`src/hdl/spca_pkg.sv`:
```
// ----------------------------------------------------------------------------
// spca_pkg
// Shared types and constants of the staging page chunk allocator.
// ----------------------------------------------------------------------------
package spca_pkg;

  localparam int unsigned CfgW    = 25;
  localparam int unsigned LenW    = 32;
  localparam int unsigned AlignW  = 17;
  localparam int unsigned PageW   = 4;
  localparam int unsigned CountW  = 16;
  localparam int unsigned StatusW = 3;
  localparam int unsigned OffW    = 24;
  localparam int unsigned ChunkW  = 25;

  localparam logic [CfgW-1:0] PageSizeReset = 25'd65536;
  localparam logic [CfgW-1:0] PageSizeMax   = 25'd16777216;

  typedef enum logic [1:0] {
    OP_CHUNK   = 2'd0,
    OP_RELEASE = 2'd1,
    OP_RESET   = 2'd2,
    OP_NONE    = 2'd3
  } op_e;

  typedef enum logic [StatusW-1:0] {
    ST_GRANT   = 3'd0,
    ST_WAIT    = 3'd1,
    ST_RELEASE = 3'd2,
    ST_RESET   = 3'd3,
    ST_REFUSED = 3'd4
  } status_e;

  typedef struct packed {
    logic [1:0]          opcode;
    logic [LenW-1:0]     request_length;
    logic [AlignW-1:0]   align_bytes;
    logic [PageW-1:0]    release_page;
    logic [CountW-1:0]   release_count;
  } in_item_t;

  typedef struct packed {
    logic [StatusW-1:0] result_status;
    logic [PageW-1:0]   chunk_page;
    logic [OffW-1:0]    chunk_offset;
    logic [ChunkW-1:0]  chunk_length;
  } out_item_t;

  // Commands from the controller to the datapath.
  typedef struct packed {
    logic scan_clear;   // restart the page scan
    logic scan_step;    // examine one page
    logic div_start;    // start the alignment division
    logic div_step;     // one quotient bit
    logic grant;        // commit the grant
    logic open_page;    // open a new page
    logic reclaim;      // clear all unreferenced pages
    logic release_refs; // apply a release
    logic pool_reset;   // clear fills and page count
    logic open_first;   // open page zero if none open
  } cmd_t;

  // Status from the datapath to the controller.
  typedef struct packed {
    logic scan_done;
    logic div_done;
    logic fits;
    logic all_open;
    logic any_free;
    logic any_refs;
  } sts_t;

endpackage

```
`src/hdl/spca_if.sv`:
```
// ----------------------------------------------------------------------------
// spca_in_if / spca_out_if
// Valid/ready channels carrying one word each.
// ----------------------------------------------------------------------------
interface spca_in_if;
  logic               valid;
  logic               ready;
  spca_pkg::in_item_t data;
  modport source (output valid, output data, input ready);
  modport sink   (input valid, input data, output ready);
endinterface

interface spca_out_if;
  logic                valid;
  logic                ready;
  spca_pkg::out_item_t data;
  modport source (output valid, output data, input ready);
  modport sink   (input valid, input data, output ready);
endinterface

```
`src/hdl/spca_datapath.sv`:
```
// ----------------------------------------------------------------------------
// spca_datapath
// Page tables, sequential best-page scan and a restoring alignment divider.
// ----------------------------------------------------------------------------
module spca_datapath #(
  parameter int unsigned MaxPages = 16,
  parameter int unsigned RefBits  = 16
) (
  input  logic                            clk_i,
  input  logic                            rst_ni,
  input  logic [spca_pkg::CfgW-1:0]       page_size_i,
  input  spca_pkg::in_item_t              item_i,
  input  spca_pkg::cmd_t                  cmd_i,
  output spca_pkg::sts_t                  sts_o,
  output logic [spca_pkg::PageW-1:0]      page_o,
  output logic [spca_pkg::OffW-1:0]       offset_o,
  output logic [spca_pkg::ChunkW-1:0]     length_o
);
  localparam int unsigned IdxW = (MaxPages > 1) ? $clog2(MaxPages) : 1;
  localparam int unsigned CntW = $clog2(MaxPages + 1);
  localparam int unsigned FW   = spca_pkg::CfgW;
  localparam int unsigned AW   = spca_pkg::AlignW;
  localparam int unsigned DivW = 5;
  localparam logic [RefBits-1:0] RefMax = '1;

  logic [FW-1:0]      fill_q [MaxPages];
  logic [RefBits-1:0] refs_q [MaxPages];
  logic [CntW-1:0]    in_use_q;
  logic [MaxPages-1:0] ref_nz;

  // Effective capacity.
  logic [FW-1:0] cap;
  always_comb begin
    if (page_size_i == '0) cap = FW'(1);
    else if (page_size_i > spca_pkg::PageSizeMax) cap = spca_pkg::PageSizeMax;
    else cap = page_size_i;
  end

  // Scan: one page per step.
  logic [CntW-1:0] scan_q;
  logic [IdxW-1:0] best_q;
  logic [FW-1:0]   best_free_q;
  logic [FW-1:0]   cur_fill, cur_free;
  assign cur_fill = fill_q[scan_q[IdxW-1:0]];
  assign cur_free = (cur_fill >= cap) ? '0 : cap - cur_fill;

  // Divider: q = (fill + a - 1) / a, one quotient bit a step.
  logic [AW-1:0]   align;
  logic [FW:0]     num_q;      // dividend shifting out
  logic [FW:0]     quo_q;
  logic [AW:0]     rem_q;
  logic [DivW-1:0] dcnt_q;
  logic [AW+1:0]   rem_sh;
  logic [FW+AW:0]  aligned;
  logic [FW+AW:0]  room;
  logic [FW+AW:0]  grant_len;
  assign align  = (item_i.align_bytes == '0) ? AW'(1) : item_i.align_bytes;
  assign rem_sh = {rem_q, num_q[FW]};
  assign aligned = (FW+AW+1)'(quo_q) * (FW+AW+1)'(align);
  assign room    = (FW+AW+1)'(cap) - aligned;
  assign grant_len = ((FW+AW+1)'(item_i.request_length) < room) ?
                     (FW+AW+1)'(item_i.request_length) : room;

  always_comb begin
    for (int i = 0; i < MaxPages; i++) ref_nz[i] = (refs_q[i] != '0);
  end

  always_ff @(posedge clk_i or negedge rst_ni) begin
    if (!rst_ni) begin
      for (int i = 0; i < MaxPages; i++) begin
        fill_q[i] <= '0;
        refs_q[i] <= '0;
      end
      in_use_q    <= '0;
      scan_q      <= '0;
      best_q      <= '0;
      best_free_q <= '0;
      num_q       <= '0;
      quo_q       <= '0;
      rem_q       <= '0;
      dcnt_q      <= '0;
    end else begin
      if (cmd_i.open_first && in_use_q == '0) in_use_q <= CntW'(1);
      if (cmd_i.scan_clear) begin
        scan_q      <= '0;
        best_q      <= '0;
        best_free_q <= '0;
      end else if (cmd_i.scan_step) begin
        if (cur_free >= best_free_q) begin
          best_free_q <= cur_free;
          best_q      <= scan_q[IdxW-1:0];
        end
        scan_q <= scan_q + CntW'(1);
      end
      if (cmd_i.div_start) begin
        num_q  <= (FW+1)'(fill_q[best_q]) + (FW+1)'(align) - (FW+1)'(1);
        quo_q  <= '0;
        rem_q  <= '0;
        dcnt_q <= '0;
      end else if (cmd_i.div_step) begin
        num_q  <= {num_q[FW-1:0], 1'b0};
        dcnt_q <= dcnt_q + DivW'(1);
        if (rem_sh >= (AW+2)'(align)) begin
          rem_q <= (AW+1)'(rem_sh - (AW+2)'(align));
          quo_q <= {quo_q[FW-1:0], 1'b1};
        end else begin
          rem_q <= rem_sh[AW:0];
          quo_q <= {quo_q[FW-1:0], 1'b0};
        end
      end
      if (cmd_i.grant) begin
        fill_q[best_q] <= FW'(aligned + grant_len);
        if (refs_q[best_q] != RefMax) refs_q[best_q] <= refs_q[best_q] + RefBits'(1);
      end
      if (cmd_i.open_page) begin
        fill_q[in_use_q[IdxW-1:0]] <= '0;
        in_use_q <= in_use_q + CntW'(1);
      end
      if (cmd_i.reclaim) begin
        for (int i = 0; i < MaxPages; i++) if (!ref_nz[i]) fill_q[i] <= '0;
      end
      if (cmd_i.release_refs && 32'(item_i.release_page) < MaxPages) begin
        if (RefBits'(item_i.release_count) >= refs_q[item_i.release_page[IdxW-1:0]] ||
            (RefBits < spca_pkg::CountW &&
             (item_i.release_count >> RefBits) != '0))
          refs_q[item_i.release_page[IdxW-1:0]] <= '0;
        else
          refs_q[item_i.release_page[IdxW-1:0]] <=
            refs_q[item_i.release_page[IdxW-1:0]] - RefBits'(item_i.release_count);
      end
      if (cmd_i.pool_reset) begin
        for (int i = 0; i < MaxPages; i++) fill_q[i] <= '0;
        in_use_q <= '0;
      end
    end
  end

  assign sts_o.scan_done = (scan_q >= in_use_q);
  assign sts_o.div_done  = (dcnt_q == DivW'(FW + 1));
  assign sts_o.fits      = (aligned < (FW+AW+1)'(cap));
  assign sts_o.all_open  = (32'(in_use_q) >= MaxPages);
  assign sts_o.any_free  = (ref_nz != '1);
  assign sts_o.any_refs  = (ref_nz != '0);

  assign page_o   = spca_pkg::PageW'(best_q);
  assign offset_o = spca_pkg::OffW'(aligned);
  assign length_o = spca_pkg::ChunkW'(grant_len);
endmodule

```
`src/hdl/spca_ctrl.sv`:
```
// ----------------------------------------------------------------------------
// spca_ctrl
// Sequencer for one operation at a time and the result register.
// ----------------------------------------------------------------------------
module spca_ctrl (
  input  logic                         clk_i,
  input  logic                         rst_ni,
  spca_in_if.sink                      in_ch,
  spca_out_if.source                   out_ch,
  output spca_pkg::in_item_t           item_o,
  output spca_pkg::cmd_t               cmd_o,
  input  spca_pkg::sts_t               sts_i,
  input  logic [spca_pkg::PageW-1:0]   page_i,
  input  logic [spca_pkg::OffW-1:0]    offset_i,
  input  logic [spca_pkg::ChunkW-1:0]  length_i
);
  localparam logic [2:0] S_IDLE  = 3'd0;
  localparam logic [2:0] S_DISP  = 3'd1;
  localparam logic [2:0] S_SCAN  = 3'd2;
  localparam logic [2:0] S_DIV   = 3'd3;
  localparam logic [2:0] S_DEC   = 3'd4;
  localparam logic [2:0] S_OUT   = 3'd5;

  logic [2:0]          state_q, state_d;
  spca_pkg::in_item_t  item_q;
  spca_pkg::out_item_t res_q, res_d;
  logic                ovalid_q, ovalid_d;

  assign item_o       = item_q;
  assign in_ch.ready  = (state_q == S_IDLE) && !ovalid_q;
  assign out_ch.valid = ovalid_q;
  assign out_ch.data  = res_q;

  function automatic spca_pkg::out_item_t mk(input spca_pkg::status_e st);
    spca_pkg::out_item_t r;
    r = '0;
    r.result_status = st;
    return r;
  endfunction

  always_comb begin
    state_d  = state_q;
    res_d    = res_q;
    ovalid_d = ovalid_q && !out_ch.ready;
    cmd_o    = '0;
    unique case (state_q)
      S_IDLE: begin
        if (in_ch.valid && in_ch.ready) state_d = S_DISP;
      end
      S_DISP: begin
        case (spca_pkg::op_e'(item_q.opcode))
          spca_pkg::OP_CHUNK: begin
            if (item_q.request_length == '0) begin
              res_d = mk(spca_pkg::ST_GRANT);
              state_d = S_OUT;
            end else begin
              cmd_o.open_first = 1'b1;
              cmd_o.scan_clear = 1'b1;
              state_d = S_SCAN;
            end
          end
          spca_pkg::OP_RELEASE: begin
            cmd_o.release_refs = 1'b1;
            res_d = mk(spca_pkg::ST_RELEASE);
            state_d = S_OUT;
          end
          spca_pkg::OP_RESET: begin
            if (sts_i.any_refs) res_d = mk(spca_pkg::ST_REFUSED);
            else begin
              cmd_o.pool_reset = 1'b1;
              res_d = mk(spca_pkg::ST_RESET);
            end
            state_d = S_OUT;
          end
          default: state_d = S_IDLE;
        endcase
      end
      S_SCAN: begin
        if (sts_i.scan_done) begin
          cmd_o.div_start = 1'b1;
          state_d = S_DIV;
        end else cmd_o.scan_step = 1'b1;
      end
      S_DIV: begin
        if (sts_i.div_done) state_d = S_DEC;
        else cmd_o.div_step = 1'b1;
      end
      S_DEC: begin
        cmd_o.scan_clear = 1'b1;
        if (sts_i.fits) begin
          cmd_o.grant = 1'b1;
          res_d.result_status = spca_pkg::ST_GRANT;
          res_d.chunk_page    = page_i;
          res_d.chunk_offset  = offset_i;
          res_d.chunk_length  = length_i;
          state_d = S_OUT;
        end else if (!sts_i.all_open) begin
          cmd_o.open_page = 1'b1;
          state_d = S_SCAN;
        end else if (sts_i.any_free) begin
          cmd_o.reclaim = 1'b1;
          state_d = S_SCAN;
        end else begin
          res_d = mk(spca_pkg::ST_WAIT);
          state_d = S_OUT;
        end
      end
      S_OUT: begin
        ovalid_d = 1'b1;
        state_d  = S_IDLE;
      end
      default: state_d = S_IDLE;
    endcase
  end

  always_ff @(posedge clk_i or negedge rst_ni) begin
    if (!rst_ni) begin
      state_q  <= S_IDLE;
      ovalid_q <= 1'b0;
    end else begin
      state_q  <= state_d;
      ovalid_q <= ovalid_d;
    end
  end

  always_ff @(posedge clk_i) begin
    res_q <= res_d;
    if (in_ch.valid && in_ch.ready) item_q <= in_ch.data;
  end
endmodule

```
`src/hdl/staging_page_chunk_allocator_top.sv`:
```
// Chunk request: each try runs the sequential page scan over the open pages
// and the 26-step alignment divider, then decides; up to two tries (open or
// reclaim, then grant). Release, pool reset and empty requests are decided
// at dispatch. One word is in flight at a time; the next is taken only once
// the result has been accepted. Reset clears all fills, references and the
// open page count; page_size returns to 65536.
// ----------------------------------------------------------------------------
// staging_page_chunk_allocator_top
// Paged bump allocator with reference counted reclaim.
// ----------------------------------------------------------------------------
module staging_page_chunk_allocator_top #(
  parameter int unsigned MaxPages = 16,
  parameter int unsigned RefBits  = 16
) (
  input  logic                       clk_i,
  input  logic                       rst_ni,
  input  logic                       cfg_we_i,
  input  logic [spca_pkg::CfgW-1:0]  cfg_wdata_i,
  spca_in_if.sink                    in_ch,
  spca_out_if.source                 out_ch
);
  logic [spca_pkg::CfgW-1:0]   page_size_q;
  spca_pkg::in_item_t          item;
  spca_pkg::cmd_t              cmd;
  spca_pkg::sts_t              sts;
  logic [spca_pkg::PageW-1:0]  page;
  logic [spca_pkg::OffW-1:0]   offset;
  logic [spca_pkg::ChunkW-1:0] length;

  always_ff @(posedge clk_i or negedge rst_ni) begin
    if (!rst_ni) page_size_q <= spca_pkg::PageSizeReset;
    else if (cfg_we_i) page_size_q <= cfg_wdata_i;
  end

  spca_ctrl u_ctrl (
    .clk_i, .rst_ni, .in_ch, .out_ch,
    .item_o(item), .cmd_o(cmd), .sts_i(sts),
    .page_i(page), .offset_i(offset), .length_i(length)
  );

  spca_datapath #(.MaxPages(MaxPages), .RefBits(RefBits)) u_dp (
    .clk_i, .rst_ni, .page_size_i(page_size_q), .item_i(item),
    .cmd_i(cmd), .sts_o(sts), .page_o(page), .offset_o(offset), .length_o(length)
  );
endmodule
```
`src/flat_wrapper.sv`:
```
// flat-port wrapper written by rule: the top's interface ports become plain ports
module staging_page_chunk_allocator_top_flat 
#(
  parameter int unsigned MaxPages = 16,
  parameter int unsigned RefBits  = 16
)
  (clk_i, rst_ni, cfg_we_i, cfg_wdata_i, in_ch_valid, in_ch_data, in_ch_ready, out_ch_valid, out_ch_data, out_ch_ready);
  spca_in_if in_ch_i ();
  spca_out_if out_ch_i ();
  input  logic clk_i;
  input  logic rst_ni;
  input  logic cfg_we_i;
  input  logic [spca_pkg::CfgW-1:0] cfg_wdata_i;
  input wire logic [$bits(in_ch_i.valid)-1:0] in_ch_valid;
  input wire logic [$bits(in_ch_i.data)-1:0] in_ch_data;
  output wire logic [$bits(in_ch_i.ready)-1:0] in_ch_ready;
  output wire logic [$bits(out_ch_i.valid)-1:0] out_ch_valid;
  output wire logic [$bits(out_ch_i.data)-1:0] out_ch_data;
  input wire logic [$bits(out_ch_i.ready)-1:0] out_ch_ready;
  assign in_ch_i.valid = in_ch_valid;
  assign in_ch_i.data = in_ch_data;
  assign in_ch_ready = in_ch_i.ready;
  assign out_ch_valid = out_ch_i.valid;
  assign out_ch_data = out_ch_i.data;
  assign out_ch_i.ready = out_ch_ready;
  staging_page_chunk_allocator_top #(.MaxPages(MaxPages), .RefBits(RefBits)) u_core (.clk_i(clk_i), .rst_ni(rst_ni), .cfg_we_i(cfg_we_i), .cfg_wdata_i(cfg_wdata_i), .in_ch(in_ch_i), .out_ch(out_ch_i));
endmodule
```
`config.mk`:
```
export PLATFORM = sky130hd
export DESIGN_NAME = staging_page_chunk_allocator_top_flat
export DESIGN_NICKNAME = d
export VERILOG_FILES = /design/src/hdl/spca_pkg.sv /design/src/hdl/spca_if.sv /design/src/hdl/spca_datapath.sv /design/src/hdl/spca_ctrl.sv /design/src/hdl/staging_page_chunk_allocator_top.sv /design/src/flat_wrapper.sv
export SDC_FILE = /design/constraint.sdc
export NUM_CORES = 2
export LEC_CHECK = 0
export BUFFER_PORTS_ARGS = -buffer_cell sky130_fd_sc_hd__buf_2
export CORE_AREA = 4 4 649 329
export DETAILED_ROUTE_END_ITERATION = 16
export DIE_AREA = 0 0 653 333
export GPL_ROUTABILITY_DRIVEN = 0
export PLACE_DENSITY = 0.59
export RECOVER_POWER = 25
export SLEW_MARGIN = 20
export SYNTH_ARGS = -nofsm -noshare
export SYNTH_HDL_FRONTEND = slang
export SYNTH_SLANG_ARGS = --single-unit
```
`constraint.sdc`:
```
create_clock -name clk_i -period 12.1 [get_ports clk_i]
set_input_delay 1.815 -clock clk_i [delete_from_list [all_inputs] [get_ports clk_i]]
set_output_delay 1.815 -clock clk_i [all_outputs]
set_load 0.05 [all_outputs]
```
Yosys cells after proc, flatten, opt, wreduce, memory -nomap -nowiden

Cells that the tools add are included.

Reduce and logical (&&, ||, !) cells: 41
Multiply operators: 1
Bitwise logic cells: 8
Add/subtract/negate cells: 11
Mux-type cells: 108
Order comparisons: 16
Equality and inequality tests: 17

Operators by type and width:

| cell                                    | number |
|---|---|
| two-way mux 400 bit                     | 4 |
| two-way mux 256 bit                     | 4 |
| two-way mux 25 bit                      | 29 |
| bitwise mux 256 bit                     | 2 |
| bitwise AND 400 bit                     | 1 |
| bitwise mux 400 bit                     | 1 |
| NOT 400 bit                             | 1 |
| two-way mux 56 bit                      | 5 |
| nonzero test 16 bit                     | 17 |
| bitwise AND 256 bit                     | 1 |
| NOT 256 bit                             | 1 |
| binary-select mux 25 bit (select 4 bit) | 2 |
| demux 25 bit (select 4 bit)             | 2 |
| case mux 56 bit (3 select lines)        | 1 |
| binary-select mux 16 bit (select 4 bit) | 2 |
| demux 16 bit (select 4 bit)             | 2 |
| case mux 56 bit (2 select lines)        | 1 |
| two-way mux 26 bit                      | 4 |
| two-way mux 16 bit                      | 6 |
| two-way mux 18 bit                      | 3 |
| >= comparator 25 bit                    | 2 |
| < comparator 32 x 43 -> 1 bit           | 1 |
| < comparator 43 x 25 -> 1 bit           | 1 |
| multiplier 26 x 17 -> 43 bit            | 1 |
| 50 further kinds                        | 108 |

Input port bits: 101
Bits in registers: 926
Output and inout bits: 58

Depth between registers and ports, before layout

Word-level depth: 14
Gate-level depth with buffers: 65
Mapped depth without buffers: 60

By module

A second synthesis with hierarchy kept.

Cell total of the unflattened synthesis: 7337
Area, all modules: 73066.3 um^2

By module, submodules not included:

| module                           | cells each | instances | area each (um^2) |
|---|---|---|---|
| spca_datapath                    | 7019       | 1         | 67228.2 |
| spca_ctrl                        | 265        | 1         | 4803.4 |
| staging_page_chunk_allocator_top | 53         | 1         | 1034.7 |

Least setup slack after synthesis

Ideal clock, no wire load.

Path type: register -> register
Start point: reg u_core.u_ctrl.item_q, in the netlist u_core.u_ctrl.item_o[22]
End point: reg u_core.u_dp.fill_q[293] (netlist bit)
Clock period less this slack: 12.793 ns
Setup slack: -0.693 ns
Data required time: 12.022 ns
Stages on the path, launching flop included: 59
Data arrival time: 12.715 ns
Path buffers: 5
Cell sequence: edfxtp_1 clkbuf_1 clkbuf_1 nand2_1 fa_1 fa_1 fa_1 inv_1 fa_1 fa_1 fa_1 ha_1 nand4_1 a311o_1 and3_1 o21ai_0 a21oi_1 nor2_1 (+23 left out) o21ai_1 ha_1 fa_1 a21o_1 a21oi_1 o21a_1 nor3_1 a211oi_1 nor3_1 a21oi_1 nand2b_1 a21o_1 a21o_1 a21oi_1 xnor2_1 clkbuf_1 nand2_1 a21oi_1

Word-level cells in the longest chain between the ends: 14

Ends and longest elaborated chain:

| item                             | RTL line                               | RTL |
|---|---|---|
| start: declaration               | spca_ctrl.sv:25                        | `spca_pkg::in_item_t item_q;` |
| start signal: assignment         | spca_ctrl.sv:128                       | `if (in_ch.valid && in_ch.ready) item_q <= in_ch.data;` |
| zero test 17 bit                 | spca_datapath.sv:57                    | `assign align = (item_i.align_bytes == '0) ? AW'(1) : item_i.align_bytes;` |
| two-way mux 17 bit (*)           | spca_datapath.sv:57                    |  |
| multiplier 26 x 17 -> 43 bit (*) | spca_datapath.sv:59                    | `assign aligned = (FW+AW+1)'(quo_q) * (FW+AW+1)'(align);` |
| subtractor 25 x 43 -> 43 bit (*) | spca_datapath.sv:60                    | `assign room = (FW+AW+1)'(cap) - aligned;` |
| < comparator 32 x 43 -> 1 bit    | spca_datapath.sv:61                    | `assign grant_len = ((FW+AW+1)'(item_i.request_length) < room) ?` |
| two-way mux 25 bit (*)           | spca_datapath.sv:61                    |  |
| via u_core.length, one bit       | staging_page_chunk_allocator_top.sv:28 | `logic [spca_pkg::ChunkW-1:0] length;` |
| adder 25 bit (*)                 | spca_datapath.sv:112                   | `fill_q[best_q] <= FW'(aligned + grant_len);` |
| bitwise mux 400 bit (*)          | spca_datapath.sv:112                   |  |
| two-way mux 400 bit (*)          | spca_datapath.sv:111                   | `if (cmd_i.grant) begin` |
| bitwise AND 400 bit (no line)    | -                                      |  |
| two-way mux 400 bit (*)          | spca_datapath.sv:115                   | `if (cmd_i.open_page) begin` |
| two-way mux 25 bit               | spca_datapath.sv:120                   | `for (int i = 0; i < MaxPages; i++) if (!ref_nz[i]) fill_q[i] <= '0;` |
| two-way mux 400 bit (*)          | spca_datapath.sv:119                   | `if (cmd_i.reclaim) begin` |
| two-way mux 400 bit (*)          | spca_datapath.sv:131                   | `if (cmd_i.pool_reset) begin` |
| end signal: indexed assignment   | spca_datapath.sv:112                   |  |
| end: declaration                 | spca_datapath.sv:26                    | `logic [FW-1:0] fill_q [MaxPages];` |

The timed path passes the listed nets; every way through them passes the cells marked *.
A chain may end at the register's enable or synchronous reset.

Final worst setup path

Start point: reg u_core.u_ctrl.item_q, in the netlist u_core.u_ctrl.item_o[25]
End point: reg u_core.u_dp.fill_q[393] (netlist bit)

The elaborated chain is that of the path after synthesis.

==> flow_summary.ini <==
[run_status]
status = finished, violations left
violations = capacitance limit, slew limit

[sta]
fmax_mhz = 82.73
post-route-min-period_ns = 12.09
worst-slew-pin-transition_ns = 5.929
maxSlewHeadroom = -2.953
setup_violations = 0
post-route-period-util = 0.9990
report.final.slew_viol_count = 388
rsz0062_at_grt = true
tns_ns = 0
skew_ns = 0.07107
finalHoldViolations = 0

[yosys]
synth_common_cells = nand2_1 (1,374), dfrtp_1 (798), inv_1 (687)
yosysWarningCount = 0
synth_nets = 8230
ys_types = 101
synth_edf_count = 127
syn_avg_cell_area_um2 = 9.759
async_flop_share = 0.8629
ys_seq_area_frac = 0.3285
synth_largest_area_cell = dfrtp_1
synth_area_leaders = dfrtp_1 (28%), mux4_2 (13%), fa_1 (10%)
synth_most_common_cell = nand2_1
synth_seq_cells = 926
synth_ff_type = dfrtp_1
synth.cell_area_um2 = 72480
yosysTopAreaCellShare = 0.2755
syn_inst = 7427

[critical_path]
crit_top_cell = fa_1
r2r-start = u_core.u_ctrl.item_o[25]
arrival_ns = 12.71
critPathRequiredTime_ns = 12.72
worstSetupPathType = reg2reg
cpMaxStageDelayCell = fa_2
crit_start = u_core.u_ctrl.item_o[25]
cp-start-kind = register
end_kind = register
r2r_cells = 56
r2r_slack_ns = 0.01
worstPathMaxFanout = 16
max_stage_delay_ns = 0.53
worst_r2r_endpoint = u_core.u_dp.fill_q[393]

[cts]
htreeDepth = 3
path_clk_slew_ns = 0.07
clock-sinks = 926
clockRootBuffer = clkbuf_16
clock_latency_ns = 0.76
hold_buffers = 0
cts_tree = built
cts_buffers = 97
cts_max_path_buffers = 3

[pwr]
sw_frac_of_total = 0.4115
powerDensity_nw_per_um2 = 153.9
comb_power_share = 0.441
pwr-share-seq = 0.303
cellLeakagePower_nw = 36.78
p_switching_mw = 5.281
intPower_mw = 7.552
ir_drop_mv = 0.1284
clkPwrFrac = 0.256

[cells_and_area]
fin_area_um2 = 83370
drive_gt1_frac = 0.1941
register_area_um2 = 23830
instances_no_fill = 10520
post-route-util = 0.4031
nets = 8475
fill_cells = 20000
area_growth_pct = 15.03
multi_input_area_um2 = 45070

[drt]
remaining_drc_errors = 0
routedWlPerCell_um = 24.98
drt_wl_total_um = 262800
drtIter0Drc = 6716
viasPerCell = 5.780
drt.antenna.violating_nets = 0
vias = 60800
drt_first_pass_iters = 5

[die]
num_rows = 118
io_pins = 159
start_util = 0.3504
fp.dieW_um = 653
dieArea_um2 = 217400
core_region_area_um2 = 206800
dieHeight_um = 333

[placed_design]
dpl-instance-area_um2 = 78840
dp.cells = 10300
dp_hpwl_um = 181900
port_buffers = 158

[hold_path]
min_from = u_core.u_dp.num_q[1]
min_path_cells = 2
hold_end = u_core.u_dp.num_q[1]
min_path_type = reg2reg

[global_routing]
grt_util_all_layers = 0.2379
grt_max_degree = 170
grt_pass1_wl_um = 393500
grt_pass1_vias = 60660
antenna_found_initial = 7
grt_overflow = 0

[run]
max-cap-violations = 5
-- repair_timing --
action / in CTS / in global routing
cloned: 3 / 1
setup endpoints to repair: 224 / 265
resized for setup: 71 / 111
pin swaps: 63 / 80
setup buffers: 13 / 17
-- metal layers --
layer | share of wire | vias to the layer above | global-route usage
met5 | 0.000049 | - | 0
met2 | 0.45 | 3130 | 0.3743
met3 | 0.10 | 695 | 0.05960
met4 | 0.055 | 2 | 0.1119
li1 | - | 26240 | -
met1 | 0.39 | 30730 | 0.3080
-- power by group through the flow --
stage	clock (mW)	combinational, mW	sequential, mW
after global placement	0	5.46	3.92
final	3.29	5.65	3.89
after floorplan	0	3.60	3.94
after detailed placement	0	5.49	3.93
after CTS	3.33	5.57	3.87
after global routing	3.46	6.11	3.92
-- state kept, by name, summed over array words and instances, names as in the netlist, 18 cells and up --
| signal | flops |
|---|---|
| u_core.u_dp.fill_q | 400 |
| u_core.u_dp.refs_q | 256 |
| u_core.u_ctrl.item_o | 71 |
| u_core.u_ctrl.out_ch.data | 56 |
| u_core.u_dp.num_q | 26 |
| u_core.u_dp.quo_q | 26 |
| u_core.page_size_q | 25 |
| u_core.u_dp.best_free_q | 25 |
| u_core.u_dp.rem_q | 18 |
-- critical path, delay by kind of cell (launching register included) --
family	cells	cell delay, ns
xor+xnor	3	0.44
buf+inv	7	0.82
fa+ha+maj	11	4.34
compound gates	21	3.93
flops	1	0.43
simple gates	14	2.04
-- cell type report --
type / count / share of cell area
antenna: 3 / 0.00009004
sequential: 926 / 0.2858
inverter: 690 / 0.03109
timing repair buffer: 662 / 0.05964
tap: 2760 / 0.04142
clock buffer: 138 / 0.03482
multi-input combinational: 5295 / 0.5405
clock inverter: 44 / 0.006603
-- cells in the final DEF, fill, tap and decap left out, drive strengths merged, types with 80 or more instances in the layout --
master / instances
a21oi: 551
and2: 237
buf: 639
clkbuf: 160
dfrtp: 798
edfxtp: 127
fa: 365
ha: 337
inv: 700
mux2i: 217
mux4: 408
nand2: 1378
nand3: 263
nor2: 239
nor4: 105
o211ai: 80
o21ai: 257
xnor2: 107
-- worst max path at each step --
stage                              endpoint  depth (start not counted)
finish              u_core.u_dp.fill_q[393]                         56
CTS                 u_core.u_dp.fill_q[368]                         59
global placement     u_core.u_dp.fill_q[49]                         58
floorplan           u_core.u_dp.fill_q[293]                         58
global route        u_core.u_dp.fill_q[367]                         58
detailed placement   u_core.u_dp.fill_q[99]                         60
-- cells by family (layout without fill, tap and decap cells) --
| kind of cell | after synthesis | after routing | share of synthesized area |
|---|---|---|---|
| compound gates | 1280 | 1280 | 0.1089 |
| xor+xnor | 156 | 156 | 0.01885 |
| fa+ha+maj | 703 | 703 | 0.1591 |
| buf+inv | 1207 | 1534 | 0.06465 |
| flops | 926 | 926 | 0.3285 |
| mux | 660 | 660 | 0.1622 |
| other cells | 0 | 3 | 0 |
| simple gates | 2495 | 2496 | 0.1578 |
-- per-stage QoR --
stage          setup WS, ns  power [mW]  hold WS (ns)
2_1_floorplan      0.004836       7.544        0.4464
3_3_place_gp        -0.2804       9.382        0.4709
3_5_place_dp        -0.5894       9.417        0.4685
4_1_cts            -0.02435       12.77        0.4833
5_1_grt             -0.5007       13.49        0.5072
6_report            0.01265       12.83        0.4798
Power figures use the tool's default switching activity.
